===== src/rtl/core/dht_pkg.sv =====
`timescale 1ns / 1ps
// shared types and constants for the double hashing table engine
// no dependencies

package dht_pkg;

  localparam int SLOTS    = 1024;
  localparam int IDX_W    = $clog2(SLOTS);
  localparam int N_W      = IDX_W + 1;
  localparam int KEY_W    = 32;
  localparam int HASH_W   = 32;
  localparam int TSIZE_W  = 11;
  localparam int TOT_W    = 32;

  // remainder unit: bits retired per cycle and steps per remainder
  localparam int REM_BPC   = 4;
  localparam int REM_STEPS = HASH_W / REM_BPC;
  localparam int REM_CNT_W = $clog2(REM_STEPS);

  localparam logic CFG_TABLE_SIZE   = 1'b0;
  localparam logic CFG_EMPTY_MARKER = 1'b1;

  typedef enum logic [1:0] {
    OP_INSERT = 2'd0,
    OP_SEARCH = 2'd1,
    OP_CLEAR  = 2'd2,
    OP_CNTRST = 2'd3
  } op_t;

  typedef enum logic [2:0] {
    ST_INSERTED  = 3'd0,
    ST_PRESENT   = 3'd1,
    ST_FOUND     = 3'd2,
    ST_NOT_FOUND = 3'd3,
    ST_FULL      = 3'd4,
    ST_DONE      = 3'd5
  } status_t;

  typedef enum logic [2:0] {
    S_CLEAR,
    S_IDLE,
    S_DIV,
    S_CHECK,
    S_DONE
  } fsm_t;

endpackage


===== src/rtl/core/dht_rem.sv =====
`timescale 1ns / 1ps
// radix-16 restoring remainder unit: 32-bit dividend modulo an 11-bit divisor
// depends on dht_pkg

module dht_rem (
  input  logic                       clk,
  input  logic                       rst_n,
  input  logic                       start_i,
  input  logic [dht_pkg::HASH_W-1:0] dividend_i,
  input  logic [dht_pkg::N_W-1:0]    divisor_i,
  output logic                       done_o,
  output logic [dht_pkg::IDX_W-1:0]  rem_o
);

  logic [dht_pkg::HASH_W-1:0]    quo_r, quo_nxt;
  logic [dht_pkg::N_W-1:0]       div_r;
  logic [dht_pkg::IDX_W-1:0]     rem_r, rem_nxt;
  logic [dht_pkg::REM_CNT_W-1:0] cnt_r;
  logic                          busy_r;
  logic                          done_r;

  always_comb begin
    logic [dht_pkg::N_W-1:0]   t;
    logic [dht_pkg::IDX_W-1:0] r;
    r = rem_r;
    for (int j = 0; j < dht_pkg::REM_BPC; j++) begin
      t = {r, quo_r[dht_pkg::HASH_W-1-j]};
      if (t >= div_r) begin
        t = t - div_r;
      end
      r = t[dht_pkg::IDX_W-1:0];
    end
    rem_nxt = r;
    quo_nxt = quo_r << dht_pkg::REM_BPC;
  end

  always_ff @(posedge clk) begin
    if (!rst_n) begin
      busy_r <= 1'b0;
      done_r <= 1'b0;
      cnt_r  <= '0;
    end else begin
      done_r <= 1'b0;
      if (start_i) begin
        busy_r <= 1'b1;
        cnt_r  <= '0;
      end else if (busy_r) begin
        cnt_r <= cnt_r + 1'b1;
        if (cnt_r == dht_pkg::REM_CNT_W'(dht_pkg::REM_STEPS - 1)) begin
          busy_r <= 1'b0;
          done_r <= 1'b1;
        end
      end
    end
  end

  always_ff @(posedge clk) begin
    if (start_i) begin
      quo_r <= dividend_i;
      div_r <= divisor_i;
      rem_r <= '0;
    end else if (busy_r) begin
      quo_r <= quo_nxt;
      rem_r <= rem_nxt;
    end
  end

  assign done_o = done_r;
  assign rem_o  = rem_r;

endmodule


===== config.mk =====
export PLATFORM = sky130hd
export DESIGN_NAME = dht_rem
export DESIGN_NICKNAME = d
export VERILOG_FILES = /design/src/rtl/core/dht_pkg.sv /design/src/rtl/core/dht_rem.sv
export SDC_FILE = /design/constraint.sdc
export NUM_CORES = 1
export LEC_CHECK = 0
export BUFFER_PORTS_ARGS = -buffer_cell sky130_fd_sc_hd__buf_2
export CAP_MARGIN = 30
export CORE_ASPECT_RATIO = 1.25
export CORE_MARGIN = 8
export CORE_UTILIZATION = 47
export DETAILED_ROUTE_END_ITERATION = 10
export GPL_TIMING_DRIVEN = 0
export PLACE_DENSITY = 0.72
export SYNTH_ARGS = -nofsm -noshare
export SYNTH_HDL_FRONTEND = slang
export SYNTH_SLANG_ARGS = --single-unit

===== constraint.sdc =====
create_clock -name clk -period 17.55 [get_ports clk]
set_clock_uncertainty 0.15 [all_clocks]
set_input_delay 3.51 -clock clk [delete_from_list [all_inputs] [get_ports clk]]
set_output_delay 3.51 -clock clk [all_outputs]
set_load 0.01 [all_outputs]

==> impl_metrics.py <==
metrics = {
    "logic_synthesis": {
        "netlist_top_cells_area": "edfxtp_1 28%, ha_1 12%, mux2_2 8.4%",
        "syn_area_per_cell_sq_um": 10.1,
        "yosysTopAreaCellShare_pct": 27.5,
        "synth_cells": 466,
        "syn_area_sq_um": 4690,
        "synthArstFlopShare_pct": 0,
        "synth_area_leader_cell": "edfxtp_1",
        "synth_nets": 562,
        "yosysMostFrequentCell": "ha_1",
        "synth_edf_count": 43,
        "synth_common_cells": "46 x ha_1, 43 x edfxtp_1, 37 x inv_1",
        "yosysWarnings": 0,
        "ys_types": 64,
        "ys_seq_elements": 58,
        "synth_seq_area_share_pct": 33.9,
        "synth-main-ff-cell": "edfxtp_1",
    },
    "detailed_routing": {
        "drc": 0,
        "wl_per_cell_um": 17.3,
        "viasPerCell": 5.71,
        "vias": 3811,
        "first_iter_violations": 189,
        "routed_wl_um": 11600,
        "first_pass_iters": 4,
        "ant_nets": 0,
    },
    "timing": {
        "hold_viol": 0,
        "timing.slew.headroom_pct": 51.1,
        "worstMarginPinSlew_ns": 0.734,
        "grt_setup_unrepaired": "false",
        "setup_viol": 0,
        "period_share_pct": 47.8,
        "max_freq_ghz": 0.119,
        "maxSlewViolCount": 0,
        "final.setup.tns_ns": 0,
        "period_needed_ns": 8.39,
    },
    "finish": {
        "multiInputGateArea_sq_um": 2890,
        "antenna_cells": 0,
        "area_growth_pct": 16.4,
        "regArea_sq_um": 1590,
        "fin_cells": 667,
        "nets": 629,
        "drive_gt1_share_pct": 24.5,
        "nFillCells": 862,
    },
    "clocking": {
        "cts_resized": 0,
        "h-tree-depth": 3,
        "cts_buffers": 9,
        "cts_hold_buf": 0,
        "cts_buffer_depth": 2,
        "clk_latency_ns": 0.33,
        "cts_tree": "built",
        "path_clk_slew_ns": 0.05,
        "post_cts_buffers": 0,
        "cts_sinks": 58,
        "root_buffer": "clkbuf_16",
    },
    "run": {
        "maxCapViolations": 0,
    },
    "min_path": {
        "hold_start": "cnt_r[1]",
        "hold_class": "flop to flop",
        "min_to": "cnt_r[1]",
        "min_path_cells": 2,
    },
    "die": {
        "dieArea_sq_um": 13500,
        "ioPinCount": 57,
        "die_h_um": 128,
        "initial_core_util_pct": 47.4,
        "die_x_um": 105,
        "num_rows": 41,
        "placeableCoreArea_sq_um": 9900,
    },
    "grt": {
        "grt_pass1_vias": 3914,
        "grt_overflow_total": 0,
        "grtUsageTotal_pct": 17.6,
        "grt_max_degree": 33,
        "grt_pass1_wl_um": 18600,
        "antenna_found_initial": 0,
    },
    "critical_path": {
        "end_kind": "flop",
        "r2r_setup_slack_ns": 9.16,
        "r2r_cells": 32,
        "cp_max_fo": 10,
        "crit_required_ns": 17.63,
        "worstPathArrival_ns": 8.47,
        "reg2reg_from": "div_r[1]",
        "critPathMostFrequentCell": "ha_1",
        "worstReg2RegEnd": "rem_o[1]",
        "worst_path_largest_cell_delay_ns": 0.49,
        "startpoint_type": "flop",
        "path_class": "flop to flop",
        "slowest_stage": "or3_1",
    },
    "run_status": {
        "status": "finished, final reports clean",
    },
    "place": {
        "port_buffers": 56,
        "dpl.hpwl_um": 9270,
        "finalWeightedCongestion": 0.986,
        "place_inst": 651,
    },
    "power": {
        "ir_worst_vdd_mv": 0.0973,
        "p_leak_nw": 2.39,
        "power_density_nw_per_um2": 196,
    },
}
==> power breakdown <==
group | internal [mW] | switching, mW
combinational | 0.294 | 0.409
sequential | 0.166 | 0.0115
clock | 0.125 | 0.0628
==> flip-flops by register name (all words and copies together) (netlist names) <==
register,cells
div_r,11
busy_r,1
cnt_r,3
done_o,1
rem_o,10
quo_r,32
==> worst max-delay path, delay by kind of cell, from the launching register on <==
| family | cells | cell delay [ns] |
|---|---|---|
| muxes | 2 | 0.69 |
| and+or+nand+nor | 7 | 1.69 |
| DFF | 1 | 0.46 |
| buffers and inverters | 5 | 0.94 |
| AOI/OAI and AO/OA | 14 | 2.94 |
| adders and majority gates | 4 | 1.43 |
==> how the worst max path moves through the flow <==
stage	from	slack [ns]	to
floorplan	div_r[1]	10.50	rem_o[1]
global placement	div_r[1]	9.39	rem_o[1]
detailed placement	div_r[1]	9.19	rem_o[8]
CTS	div_r[1]	9.19	rem_o[8]
global route	div_r[1]	8.59	rem_o[8]
finish	div_r[1]	9.16	rem_o[1]
==> cell usage in the layout (no fill, tap or decap), types with 6 or more instances in the layout <==
master and n:
or3_1 6, nor2_1 26, clkbuf_1 7, nand4_1 7
a21oi_1 27, a21o_1 12, buf_2 59, edfxtp_1 43
o21ai_0 10, nor3_1 8, a211oi_1 6, o21ai_1 9
mux2_2 35, nand2_1 31, nand2b_1 8, ha_1 46
inv_1 37, xnor2_1 15, mux2i_1 10, nand3_1 8
dfxtp_1 15, xor2_1 10, o21a_1 6, clkbuf_16 9
==> layer usage <==
metal	vias to the layer above	global-route usage (%)	part of all wire (%)
met4	0	12.5	5.1
li1	1869	-	-
met3	38	3.42	4.6
met5	-	0	0
met1	1789	19.3	41
met2	115	29.8	50
==> cell families after synthesis <==
kind of cell	count (synthesis)	share of synthesized area, %
buffers and inverters	50	4.48
DFF	58	33.9
xor gates and xnor gates	25	4.67
adders and majority gates	50	14.0
AOI/OAI and AO/OA	117	18.2
and+or+nand+nor	115	12.2
muxes	51	12.5
==> per-stage QoR <==
step / instance area, sq um / util, % / power (mW) / hold slack, ns / setup slack [ns]
after floorplan: 4690 / - / 0.720 / 0.315 / 10.50
after global placement: 5130 / 51.8 / 0.850 / 0.329 / 9.39
after detailed placement: 5130 / 51.8 / 0.867 / 0.349 / 9.19
after CTS: 5460 / 55.1 / 1.06 / 0.363 / 9.19
after global routing: 5460 / 55.1 / 1.15 / 0.409 / 8.59
final: 5460 / 55.1 / 1.07 / 0.360 / 9.16
==> area by class of cell <==
cell class                 instances  share of cell area [%]
buffer                            13                    1.31
clock buffer                       9                    4.13
inverter                          37                    2.54
timing repair buffer              56                    5.13
multi-input combinational        358                    52.9
clock inverter                     7                    1.86
tap                              129                    2.96
sequential                        58                    29.2
No activity file was read; power rests on OpenSTA's default activity.
